`config.mk`:
```
export PLATFORM = sky130hd
export DESIGN_NAME = jhp_stencil_unit
export DESIGN_NICKNAME = d
export VERILOG_FILES = /design/src/design/jhp_pkg.sv /design/src/design/jhp_stencil_unit.sv
export SDC_FILE = /design/constraint.sdc
export NUM_CORES = 1
export LEC_CHECK = 0
export BUFFER_PORTS_ARGS = -buffer_cell sky130_fd_sc_hd__clkbuf_2
export CAP_MARGIN = 20
export CORE_ASPECT_RATIO = 0.8
export CORE_MARGIN = 4
export CORE_UTILIZATION = 59
export CTS_CLUSTER_SIZE = 8
export DETAILED_ROUTE_END_ITERATION = 12
export PLACE_DENSITY = 0.79
export SETUP_SLACK_MARGIN = 0.02
export SYNTH_ARGS = -nofsm -noshare
export SYNTH_HDL_FRONTEND = slang
export SYNTH_SLANG_ARGS = --single-unit
```
`constraint.sdc`:
```
create_clock -name clk -period 12 [get_ports clk]
set_clock_uncertainty 0.05 [all_clocks]
set_input_delay 3.6 -clock clk [delete_from_list [all_inputs] [get_ports clk]]
set_output_delay 3.6 -clock clk [all_outputs]
set_load 0.005 [all_outputs]
```
`src/design/jhp_pkg.sv`:
```
package jhp_pkg;

	localparam int TEMP_W      = 24;
	localparam int SUM_W       = TEMP_W + 2;
	localparam int COORD_IN_W  = 5;
	localparam int COUNT_W     = 16;
	localparam int CFG_INDEX_W = 1;
	localparam int CFG_DATA_W  = 24;

	// Operation codes of an input item
	localparam logic [1:0] MODE_WRITE = 2'd0;
	localparam logic [1:0] MODE_SWEEP = 2'd1;
	localparam logic [1:0] MODE_RUN   = 2'd2;
	localparam logic [1:0] MODE_READ  = 2'd3;

	// Configuration register indexes
	localparam logic [CFG_INDEX_W-1:0] REG_THRESHOLD = 1'd0;
	localparam logic [CFG_INDEX_W-1:0] REG_LIMIT     = 1'd1;

	localparam logic [TEMP_W-1:0]  THRESHOLD_RESET = 24'd6619;
	localparam logic [COUNT_W-1:0] LIMIT_RESET     = 16'hFFFF;
	localparam logic [TEMP_W-1:0]  HOT_VALUE       = 24'h640000;

	// Stencil unit operations
	localparam logic [1:0] OP_HOLD = 2'd0;
	localparam logic [1:0] OP_LOAD = 2'd1;
	localparam logic [1:0] OP_ADD  = 2'd2;
	localparam logic [1:0] OP_EVAL = 2'd3;

	typedef struct packed {
		logic [1:0]            mode;
		logic [COORD_IN_W-1:0] row;
		logic [COORD_IN_W-1:0] column;
		logic [TEMP_W-1:0]     write_temperature;
	} item_t;

	typedef struct packed {
		logic [TEMP_W-1:0]  read_temperature;
		logic               is_stable;
		logic [COUNT_W-1:0] sweeps_done;
	} result_t;

	typedef struct packed {
		logic [1:0] op;
		logic       border;
		logic       last;
	} stencil_ctrl_t;

endpackage

```
`src/design/jhp_stencil_unit.sv`:
```
module jhp_stencil_unit (
	input  logic                         clk,
	input  logic                         arst_n,
	input  jhp_pkg::stencil_ctrl_t       ctrl,
	input  logic [jhp_pkg::TEMP_W-1:0]   rdata0,
	input  logic [jhp_pkg::TEMP_W-1:0]   rdata1,
	input  logic [jhp_pkg::TEMP_W-1:0]   threshold,
	output logic [jhp_pkg::TEMP_W-1:0]   new_value,
	output logic                         sweep_stable
);
	import jhp_pkg::*;

	logic [SUM_W-1:0]        acc_q;
	logic                    unstable_q;
	logic signed [SUM_W-1:0] diff;
	logic                    cell_unstable;

	// In the evaluate step rdata0 carries the old center value
	assign new_value     = ctrl.border ? rdata0 : acc_q[SUM_W-1:2];
	assign diff          = $signed({2'b00, new_value}) - $signed({2'b00, rdata0});
	assign cell_unstable = !(diff < $signed({2'b00, threshold}));
	assign sweep_stable  = !(unstable_q || cell_unstable);

	always_ff @(posedge clk) begin
		case (ctrl.op)
			OP_LOAD: acc_q <= SUM_W'(rdata0) + SUM_W'(rdata1);
			OP_ADD:  acc_q <= acc_q + SUM_W'(rdata0) + SUM_W'(rdata1);
			default: acc_q <= acc_q;
		endcase
	end

	always_ff @(posedge clk or negedge arst_n) begin
		if (!arst_n) begin
			unstable_q <= 1'b0;
		end else if (ctrl.op == OP_EVAL) begin
			unstable_q <= ctrl.last ? 1'b0 : (unstable_q || cell_unstable);
		end
	end

endmodule

```
* After elaboration in Yosys (flattened, before gate mapping)
Cells that the tools add are included.
Storage, ports and cells: bits in registers 27, latch bits 0, memory bits (writable) 0, ROM bits 0, bits of input ports 78, output and inout bits 25, memories kept 0
Cells by class: add/sub/neg operators 4, multipliers 0, divide/modulo/power cells 0, $lt $le $gt $ge 1, equality and inequality tests 3, shift operators 0, muxes and demuxes 3, bitwise operators 0, reductions and logical operators 4
Operators by type and width (number):
- $add A26 B24 Y26 | 2
- $pmux W26 S2 | 1
- $add A24 B24 Y25 | 1
- $lt A25 B25 Y1 | 1
- $sub A24 B24 Y25 | 1
- $mux W24 | 1
- $eq A2 B2 Y1 const B | 2
- $eq A2 B1 Y1 const B | 1
- $logic_not A1 Y1 | 2
- $reduce_bool A2 Y1 | 1
- $logic_or A1 B1 Y1 | 1
- $mux W1 | 1

* Longest topological paths before layout
Gate-level depths: netlist of the first run.
word-level depth 6, mapped depth 21

* Least setup slack after synthesis of the first run
No wires, ideal clock.
kind input to output, from input port ctrl[1] in the netlist's numbering, to output port sweep_stable, data arrival time 7.539 ns, slack 0.811 ns, cell stages on the path 21, path through clkbuf_1 -> clkbuf_1 -> mux2i_1 -> inv_1 -> ha_1 -> nor2b_1 -> o21a_1 -> o21a_1 -> o21a_1 -> a21o_1 -> a21oi_1 -> or4b_2 -> o2111ai_1 -> ha_1 -> a21o_1 -> a21o_1 -> a21oi_1 -> nor2b_1 -> o211ai_1 -> a31oi_1 -> o21ai_0
Between the ends: cells in the longest elaborated chain, start to end 6
RTL lines:
- start: declaration | line jhp_stencil_unit.sv:4 | input jhp_pkg::stencil_ctrl_t ctrl,
- $mux W24 | line jhp_stencil_unit.sv:19 | assign new_value = ctrl.border ? rdata0 : acc_q[SUM_W-1:2];
- via new_value (one bit) | line jhp_stencil_unit.sv:8 | output logic [jhp_pkg::TEMP_W-1:0] new_value,
- $sub A24 B24 Y25 | line jhp_stencil_unit.sv:20 | assign diff = $signed({2'b00, new_value}) - $signed({2'b00, rdata0});
- $lt A25 B25 Y1 | line jhp_stencil_unit.sv:21 | assign cell_unstable = !(diff < $signed({2'b00, threshold}));
- $logic_not A1 Y1 | line jhp_stencil_unit.sv:21
- $logic_or A1 B1 Y1 | line jhp_stencil_unit.sv:22 | assign sweep_stable = !(unstable_q || cell_unstable);
- $logic_not A1 Y1 | line jhp_stencil_unit.sv:22
- end: declaration | line jhp_stencil_unit.sv:9 | output logic sweep_stable
The timed path passes the listed nets, and every way through them passes these cells.

* Worst setup path in the final report of the first run
from input port ctrl[1] in the netlist's numbering, to output port sweep_stable
Between the ends: cells in the longest elaborated chain, start to end 6
RTL lines (line):
- $mux W24 | jhp_stencil_unit.sv:19
- $sub A24 B24 Y25 | jhp_stencil_unit.sv:20
- $lt A25 B25 Y1 | jhp_stencil_unit.sv:21
- $logic_not A1 Y1 | jhp_stencil_unit.sv:21
- $logic_or A1 B1 Y1 | jhp_stencil_unit.sv:22
- $logic_not A1 Y1 | jhp_stencil_unit.sv:22
No other way between the ends.

==> impl_metrics.csv, run 1 <==
group,metric,value,unit
run_status,status,"completed",
global_route,antenna_found_initial,0,
drt,routedWlPerCell,16.97,um
setup_path,critPathMaxFanout,12,
power_and_ir_drop,p_comb_share,74.6,%
power_and_ir_drop,peakVddDrop,0.08019,mV
setup_path,path_cells,"clkbuf_2 > mux2i_1 > inv_1 > ha_1 > nor2b_1 > o21a_1 > o21a_1 > o21a_1 > a21o_1 > a21oi_1 > or4b_2 > o2111ai_1 > ha_1 > a21o_1 > a21o_1 > a21oi_1 > nor2b_1 > o211ai_1 > a31oi_1 > o21ai_0 > clkbuf_2",
yosys,syn-num-nets,902,
yosys,syn_area,0.005897,sq mm
drt,top_layer_used,"met4",
yosys,synth_common_cells,"ha_1 (98), inv_1 (74), a21oi_1 (62)",
timing,hold_viol,0,
cts,cts-root-buf,"clkbuf_16",
power_and_ir_drop,p_per_area,143.7,mW/mm^2
floorplanning,die_h,97.42,um
cts,post_cts_buffers,0,
cts,clkLatencyLatePin,0.27,ns
drt,drc_errors,0,
hold_path,min_path_type,"register to register",
layout,multiInputGateArea,0.004778,sq mm
global_route,grt_max_degree,48,
drt,met1_length,7374,um
drt,viasPerCell,6.001,
setup_path,cp-end-kind,"output port",
yosys,yosysMostFrequentCell,"ha_1",
layout,fillers,787,
layout,num_antenna_cells,0,
cts,ctsResizeCount,0,
layout,postLayoutCellArea,0.006669,sq mm
setup_path,start_kind,"input pin",
yosys,synth_area_leaders,"ha_1 (21%), edfxtp_1 (13%), fa_1 (9.2%)",
placement,place_hpwl,13420,um
cts,clock_sinks,27,
yosys,yosysTopAreaCellShare,20.79,%
timing,layout_worst_path_cycle_share,94.56,%
layout,regArea,805.8,sq um
cts,cts_max_path_buffers,2,
cts,clk_pin_slew,0.08,ns
global_route,grt_pass1_vias,5302,
floorplanning,die_w,119.8,um
yosys,synth_edf_count,26,
layout,nets,1003,
drt,wl_met2,6960,um
power_and_ir_drop,p_switching,455.6,uW
yosys,synth_ff_type,"edfxtp_1",
timing,slew_headroom,56.47,%
cts,cts_tree,"built",
yosys,synth_top_cell_by_area,"ha_1",
timing,setup_violations,0,
yosys,postSynthCellCount,699,
power_and_ir_drop,p_sw_share,47.54,%
yosys,yosysWarnings,0,
floorplanning,rows,32,
timing,worst_pin_slew,0.6461,ns
drt,first_iter_violations,478,
layout,drive_above_1_share,18.15,%
power_and_ir_drop,power.leakage,0.003274,uW
global_route,grt_use_total,26.67,%
cts,cts_buffers,3,
floorplanning,core-area,0.009689,sq mm
timing,tns,0,ns
yosys,ys_types,59,
drt,drt-total-wl,15860,um
power_and_ir_drop,power_frac_seq,16.3,%
cts,h-tree-depth,1,
floorplanning,ios,103,
drt,drt_first_pass_iters,5,
setup_path,critical_path_arrival,7.70,ns
timing,period_needed,11.35,ns
setup_path,crit_required,8.35,ns
setup_path,critical_path.slowest_cell,"or4b_2",
global_route,grt_overflow,0,
yosys,ys_ff_latch,27,
placement,placed_area,0.006558,sq mm
drt,vias,5611,
timing,finalMaxSlewViolations,0,
placement,gp_congestion,0.9182,
cts,cts_hold_buf,0,
yosys,syn_area_per_cell,8.436,sq um
placement,io_buffers,102,
layout,syn_to_final_growth,13.09,%
drt,wl_met3,1254,um
yosys,synthArstFlopShare,3.704,%
floorplanning,die-area,0.01167,sq mm
timing,fmax,0.08812,GHz
global_route,grt_pass1_wl,25750,um
yosys,ys_seq_area_share,13.66,%
drt,ant_nets,0,
floorplanning,start_util,60.86,%
flow_run,drv_cap,0,
power_and_ir_drop,intPower,502.9,uW
power_and_ir_drop,pwr-share-clk,9.1,%
setup_path,cp_slowest_stage_delay,0.62,ns
setup_path,critical_path_class,"input pin to output port",
timing,rsz0062_at_grt,"no",
==> area by class of cell <==
cell class / instances / area share (%)
Clock buffer: 3 / 1.126
Clock inverter: 1 / 0.1313
Inverter: 74 / 4.165
Multi-Input combinational cell: 589 / 71.65
Sequential cell: 27 / 12.08
Tap cell: 136 / 2.552
Timing Repair Buffer: 105 / 8.293
==> stage by stage <==
step	power [uW]	cells	util (%)	hold WS, ns	setup slack, ns
floorplan	686.0	699	-	0.5603	0.8110
global placement	826.1	930	67.68	0.6138	0.8799
detailed placement	853.4	930	67.68	0.6558	0.6713
CTS	946.9	934	68.54	0.6710	0.6667
global route	1051	935	68.83	0.6902	0.2775
finish	958.5	935	68.83	0.6629	0.6524
==> worst max-delay path, delay by kind of cell <==
kind / cells / cell delay (ns)
multiplexers: 1 / 0.36
AND/OR/NAND/NOR: 3 / 0.80
adder cells (fa/ha/maj): 2 / 0.56
buffers and inverters: 3 / 0.54
AO/OA/AOI/OAI: 12 / 1.81
==> power groups by stage <==
| stage | clock network, uW | registers [uW] | logic [uW] |
|---|---|---|---|
| after global placement | 0 | 157 | 669 |
| after detailed placement | 0 | 158 | 696 |
| after floorplan | 0 | 148 | 538 |
| after CTS | 88.6 | 156 | 703 |
| final | 87.1 | 156 | 715 |
| after global routing | 91.6 | 157 | 802 |
==> registers in the layout, summed over array words and instances, names as in the netlist <==
name,flops
acc_q,26
unstable_q,1
==> cell usage in the layout (no fill, tap or decap), types with 27 or more instances in the layout <==
| master | n |
|---|---|
| clkbuf_2 | 102 |
| ha_1 | 98 |
| inv_1 | 74 |
| a21oi_1 | 62 |
| o21ai_0 | 54 |
| nand2_1 | 47 |
| nor2_1 | 43 |
| xnor2_1 | 28 |
| xor2_1 | 27 |
| fa_1 | 27 |
==> cells by family after synthesis <==
group                      count (synthesis)  share of synthesized area [%]
AOI/OAI and AO/OA                        226                          24.83
xor gates and xnor gates                  55                          8.169
adders and majority gates                125                          29.96
buffers and inverters                     83                          5.304
DFF                                       27                          13.66
muxes                                     30                          5.580
and+or+nand+nor                          153                          12.50
==> routing by layer <==
layer	track usage (%)	vias to the layer above
li1	-	2745
met1	39.51	2587
met2	42.19	255
met3	3.376	24
met4	4.665	0
met5	0	-
==> worst paths after layout <==
kind,start,end,slack [ns],depth (start not counted)
worst max-delay path,ctrl[1],sweep_stable,0.65,21
worst min-delay path,unstable_q,unstable_q,0.66,3
worst max register to register,acc_q[3],unstable_q,7.77,19
worst min register to register,unstable_q,unstable_q,0.66,3
max in group asynchronous,arst_n,unstable_q,8.78,1
min in group asynchronous,arst_n,unstable_q,3.03,1
(Power assumes the default switching activity.)
==> inputs of run 2 (changes only) <==
--- a/config.mk
+++ b/config.mk
@@ -8,11 +8,11 @@
 export BUFFER_PORTS_ARGS = -buffer_cell sky130_fd_sc_hd__clkbuf_2
 export CAP_MARGIN = 20
 export CORE_ASPECT_RATIO = 0.8
-export CORE_MARGIN = 4
-export CORE_UTILIZATION = 59
+export CORE_MARGIN = 1
+export CORE_UTILIZATION = 53
 export CTS_CLUSTER_SIZE = 8
 export DETAILED_ROUTE_END_ITERATION = 12
-export PLACE_DENSITY = 0.79
+export PLACE_DENSITY = 0.75
 export SETUP_SLACK_MARGIN = 0.02
 export SYNTH_ARGS = -nofsm -noshare
 export SYNTH_HDL_FRONTEND = slang
==> constraint.sdc (replaced) <==
create_clock -name clk -period 9.3 [get_ports clk]
set_clock_uncertainty 0.05 [all_clocks]
set_input_delay 2.79 -clock clk [delete_from_list [all_inputs] [get_ports clk]]
set_output_delay 2.79 -clock clk [all_outputs]
set_load 0.005 [all_outputs]
==> impl_metrics.csv, run 2 (synthesis results as in run 1) <==
group,metric,value,unit
run_status,status,"completed",
cts,h-tree-depth,1,
layout,drive_above_1_share,23.73,%
drt,drt-total-wl,16440,um
timing,worst_pin_slew,0.6997,ns
global_route,grt_max_degree,48,
setup_path,critical_path_arrival,6.27,ns
cts,clk_pin_slew,0.08,ns
cts,clkLatencyLatePin,0.28,ns
drt,ant_nets,0,
global_route,grt_use_met3,2.547,%
power_and_ir_drop,p_per_area,184.5,mW/mm^2
power_and_ir_drop,peakVddDrop,0.08322,mV
layout,num_antenna_cells,0,
cts,cts-root-buf,"clkbuf_16",
placement,gp_congestion,0.9468,
placement,dp_cells,965,
global_route,met2_usage,45.02,%
setup_path,start_kind,"input pin",
floorplanning,core-area,0.01085,sq mm
drt,viasPerCell,5.764,
layout,fillers,948,
layout,final_cell_count_no_fill,974,
placement,io_buffers,102,
timing,fmax,0.1098,GHz
layout,final_cell_mix,"clkbuf_2 (99), ha_1 (94), inv_1 (74)",
global_route,use_met1,41.26,%
layout,layout_commonest_cell,"clkbuf_2",
floorplanning,ios,103,
flow_run,drv_cap,0,
layout,top_register,"acc_q",
drt,vias,5614,
global_route,grt_pass1_wl,25850,um
cts,clock_sinks,27,
floorplanning,rows,34,
timing,period_needed,9.107,ns
timing,setup_violations,0,
global_route,grt_overflow,0,
layout,largest_reg_flops,26,
timing,hold_viol,0,
drt,routedWlPerCell,16.87,um
layout,multiInputGateArea,0.004911,sq mm
global_route,globalRoute.busiestLayer,"met2",
timing,finalMaxSlewViolations,0,
timing,layout_worst_path_cycle_share,97.93,%
layout,nets,1034,
floorplanning,die_w,119.9,um
floorplanning,die-area,0.01155,sq mm
global_route,antenna_found_initial,0,
layout,reg_top3,"acc_q: 26 flops, unstable_q: 1 flops",
power_and_ir_drop,power,1300,uW
setup_path,cp-end-kind,"output port",
floorplanning,die_h,96.35,um
drt,drt_first_pass_iters,5,
setup_path,crit_required,6.46,ns
placement,place_hpwl,13780,um
global_route,grt_pass1_vias,5401,
power_and_ir_drop,power.leakage,0.003447,uW
floorplanning,start_util,54.36,%
cts,cts_tree,"built",
drt,drc_errors,0,
setup_path,critPathMaxFanout,10,
cts,cts_buffers,3,
hold_path,min_path_type,"register to register",
layout,syn_to_final_growth,19.54,%
drt,first_iter_violations,344,
setup_path,critical_path_class,"input pin to output port",
timing,slew_headroom,52.86,%
global_route,grt_use_total,28.19,%
cts,cts_max_path_buffers,2,
layout,regArea,805.8,sq um
-- run 2: path summary, 6_finish.rpt --
kind	slack, ns	endpoint	depth (start not counted)	start
max reg2reg	5.37	unstable_q	20	acc_q[3]
min reg2reg	0.64	unstable_q	3	unstable_q
min	0.64	unstable_q	3	unstable_q
max	0.19	sweep_stable	22	ctrl[1]
max in group asynchronous	6.89	unstable_q	1	arst_n
min in group asynchronous	2.22	unstable_q	1	arst_n
-- run 2: critical path: stages --
cell	delay (ns)
buf_12	0.11
mux2i_4	0.23
inv_1	0.08
ha_1	0.27
nor2b_2	0.16
o21a_1	0.20
o21a_1	0.20
o21a_1	0.19
a21o_1	0.19
a21oi_2	0.15
buf_4	0.14
o211ai_1	0.10
o2111ai_2	0.10
ha_1	0.27
a21o_1	0.16
a21o_1	0.18
a21oi_2	0.14
nor2b_1	0.06
o211ai_1	0.17
a31oi_1	0.13
o21ai_1	0.13
buf_2	0.12
-- run 2: final cells by class --
class	count	area share, %
Sequential cell	27	11.43
Multi-Input combinational cell	589	69.67
Timing Repair Buffer	136	11.22
Tap cell	144	2.556
Clock buffer	3	1.065
Clock inverter	1	0.1242
Inverter	74	3.940
-- run 2: what timing repair did --
item                                    CTS  global route
endpoints found under the setup margin    1             1
gates resized for setup                   4            33
pin swaps                                 3            26
buffers inserted                          1             3
hold buffers                              0             0
-- run 2: metrics by stage --
| stage | hold WS [ns] | util (%) | instance area, sq um | TNS, ns | setup slack (ns) |
|---|---|---|---|---|---|
| finish | 0.6364 | 64.98 | 7049 | 0 | 0.1926 |
| global route | 0.6910 | 64.98 | 7049 | -0.01895 | -0.01895 |
| CTS | 0.6599 | 63.48 | 6887 | 0 | 0.04587 |
| detailed placement | 0.6488 | 62.45 | 6774 | -0.1553 | -0.1553 |
| global placement | 0.6229 | 62.45 | 6774 | -0.02786 | -0.02786 |
| floorplan | 0.5603 | - | 5916 | 0 | 0.05733 |
-- run 2: per-layer routing --
metal / share of wire [%] / up-vias
met5: 0 / -
met4: 1.4 / 0
met3: 5.6 / 18
met2: 44 / 190
met1: 49 / 2593
li1: - / 2813
-- run 2: report_power, final --
part / leakage, uW / total (uW) / internal (uW) / switching [uW]
Combinational: 0.00314 / 983 / 453 / 531
Clock: 0.0000415 / 115 / 60.0 / 54.6
Sequential: 0.000269 / 203 / 176 / 26.9
==> inputs of run 3 (changes only) <==
--- a/config.mk
+++ b/config.mk
@@ -8,11 +8,12 @@
 export BUFFER_PORTS_ARGS = -buffer_cell sky130_fd_sc_hd__clkbuf_2
 export CAP_MARGIN = 20
 export CORE_ASPECT_RATIO = 0.8
-export CORE_MARGIN = 1
+export CORE_MARGIN = 4
 export CORE_UTILIZATION = 53
 export CTS_CLUSTER_SIZE = 8
 export DETAILED_ROUTE_END_ITERATION = 12
 export PLACE_DENSITY = 0.75
+export RECOVER_POWER = 100
 export SETUP_SLACK_MARGIN = 0.02
 export SYNTH_ARGS = -nofsm -noshare
 export SYNTH_HDL_FRONTEND = slang
==> impl_metrics.csv, run 3 (synthesis results as in run 1) <==
group,metric,value,unit
placement,gp_congestion,0.9398,
layout,syn_to_final_growth,19.18,%
placement,place_hpwl,14140,um
power_and_ir_drop,p_sw_share,47.08,%
setup_path,r2r-start,"acc_q[6]",
setup_path,critical_path_class,"input pin to output port",
timing,finalMaxSlewViolations,48,
drt,first_iter_violations,646,
layout,regArea,805.8,sq um
floorplanning,die_h,102.3,um
floorplanning,die_w,125.9,um
global_route,antenna_found_initial,0,
drt,drt-total-wl,16840,um
cts,cts_buffers,3,
layout,nets,1036,
cts,h-tree-depth,1,
global_route,grt_pass1_vias,5576,
layout,multiInputGateArea,0.004902,sq mm
setup_path,critPathMaxFanout,11,
layout,top_register,"acc_q",
layout,final_cell_mix,"ha_1 (95), clkbuf_2 (95), inv_1 (74)",
global_route,grt_max_degree,48,
power_and_ir_drop,peakVddDrop,0.09269,mV
setup_path,cp-end-kind,"output port",
timing,worst_pin_slew,2.198,ns
floorplanning,die-area,0.01289,sq mm
timing,setup_violations,0,
layout,largest_reg_flops,26,
floorplanning,ios,103,
setup_path,crit_required,6.46,ns
floorplanning,rows,34,
run_status,status,"complete, but fails checks",
placement,io_buffers,102,
global_route,grt_use_total,24.96,%
global_route,grt_overflow,0,
floorplanning,start_util,54.15,%
cts,cts-root-buf,"clkbuf_16",
timing,layout_worst_path_cycle_share,97.68,%
power_and_ir_drop,p_comb_share,75.9,%
cts,cts_tree,"built",
cts,clock_sinks,27,
floorplanning,core-area,0.01089,sq mm
hold_path,min_path_type,"register to register",
run_status,violations,"max-capacitance violations, max-slew violations",
power_and_ir_drop,intPower,683.0,uW
cts,cts_max_path_buffers,2,
drt,routedWlPerCell,17.26,um
drt,drc_errors,0,
hold_path,worstHoldPathCells,3,
layout,fillers,936,
timing,period_needed,9.084,ns
drt,viasPerCell,5.859,
timing,hold_viol,0,
layout,post-route-util,64.53,%
flow_run,drv_cap,1,
layout,drive_above_1_share,20.55,%
setup_path,critical_path_arrival,6.24,ns
power_and_ir_drop,p_per_area,183.6,mW/mm^2
power_and_ir_drop,power_frac_seq,15.7,%
global_route,grt_pass1_wl,26570,um
power_and_ir_drop,pwr-share-clk,8.4,%
cts,clkLatencyLatePin,0.27,ns
cts,clk_pin_slew,0.08,ns
drt,vias,5718,
cts,cts_hold_buf,0,
layout,reg_top3,"acc_q: 26 flops, unstable_q: 1 flops",
setup_path,crit_path_start,"ctrl[1]",
setup_path,reg2reg_depth,17,
timing,slew_headroom,-46.56,%
hold_path,worstHoldStart,"unstable_q",
timing,fmax,0.1101,GHz
timing,whs,0.6508,ns
power_and_ir_drop,power.leakage,0.003427,uW
setup_path,start_kind,"input pin",
drt,ant_nets,0,
power_and_ir_drop,p_switching,607.6,uW
drt,drt_first_pass_iters,7,
setup_path,r2r_setup_slack,5.42,ns
layout,num_antenna_cells,0,
[run 3: changes by cell type in the layout (fill, tap and decap cells not counted), sizes merged]
cell / change
clkinv: +1
clkbuf: +3
inv: -1
buf: -1
[run 3: metal layers]
| layer | vias to the layer above | global-route usage (%) | part of all wire (%) | wire (um) |
|---|---|---|---|---|
| met5 | - | 0 | 0 | 0 |
| met1 | 2648 | 35.75 | 46 | 7777 |
| met3 | 22 | 2.351 | 7.3 | 1226 |
| met4 | 0 | 4.864 | 1.0 | 174 |
| li1 | 2822 | - | - | - |
| met2 | 226 | 41.68 | 46 | 7666 |
[run 3: layout make-up]
type	instances	area share [%]
well taps	144	2.564
flip-flops and latches	27	11.47
inverters	74	3.952
clock buffers	3	1.068
clock inverters	1	0.07121
multi-input cells	589	69.75
repair buffers	138	11.13
[run 3: final timing paths]
path                           endpoint
setup / recovery           sweep_stable
hold / removal               unstable_q
setup reg to reg             unstable_q
hold reg to reg              unstable_q
max in group asynchronous    unstable_q
min in group asynchronous    unstable_q
[run 3: metrics by stage]
step	instance area, sq um	cells	setup WS (ns)	total power (uW)	setup TNS, ns
6_report	7028	976	0.2160	1291	0
3_3_place_gp	6797	968	-0.02480	1098	-0.02480
5_1_grt	7028	976	-0.04304	1407	-0.04304
3_5_place_dp	6797	968	-0.1909	1134	-0.1909
4_1_cts	6889	972	0.04663	1248	0
2_1_floorplan	5916	699	0.05733	886.3	0
[run 3: power groups by stage]
| stage | clock network (uW) | registers, uW | logic, uW |
|---|---|---|---|
| 2_1_floorplan | 0 | 191 | 695 |
| 3_3_place_gp | 0 | 203 | 895 |
| 4_1_cts | 108 | 202 | 938 |
| 6_report | 108 | 203 | 979 |
| 5_1_grt | 112 | 204 | 1090 |
| 3_5_place_dp | 0 | 204 | 930 |
[run 3: worst max-delay path: stages]
cell	delay, ns
buf_12	0.12
mux2i_4	0.24
inv_1	0.07
ha_1	0.26
nor2b_1	0.13
o21a_1	0.19
o21a_1	0.18
o21a_1	0.19
buf_4	0.15
a211oi_4	0.23
o21ai_2	0.09
a311o_1	0.33
xor2_1	0.15
ha_1	0.19
a21oi_2	0.13
nor2b_1	0.05
o21ai_1	0.14
nand2b_1	0.10
a21oi_2	0.15
o21ai_2	0.06
o21ai_1	0.13
buf_2	0.12
[run 3: what timing repair did]
item | CTS | global route
hold endpoints to repair | 0 | 0
buffers inserted | 0 | 3
pin swaps | 0 | 18
endpoints found under the setup margin | 1 | 1
gates resized for setup | 4 | 27
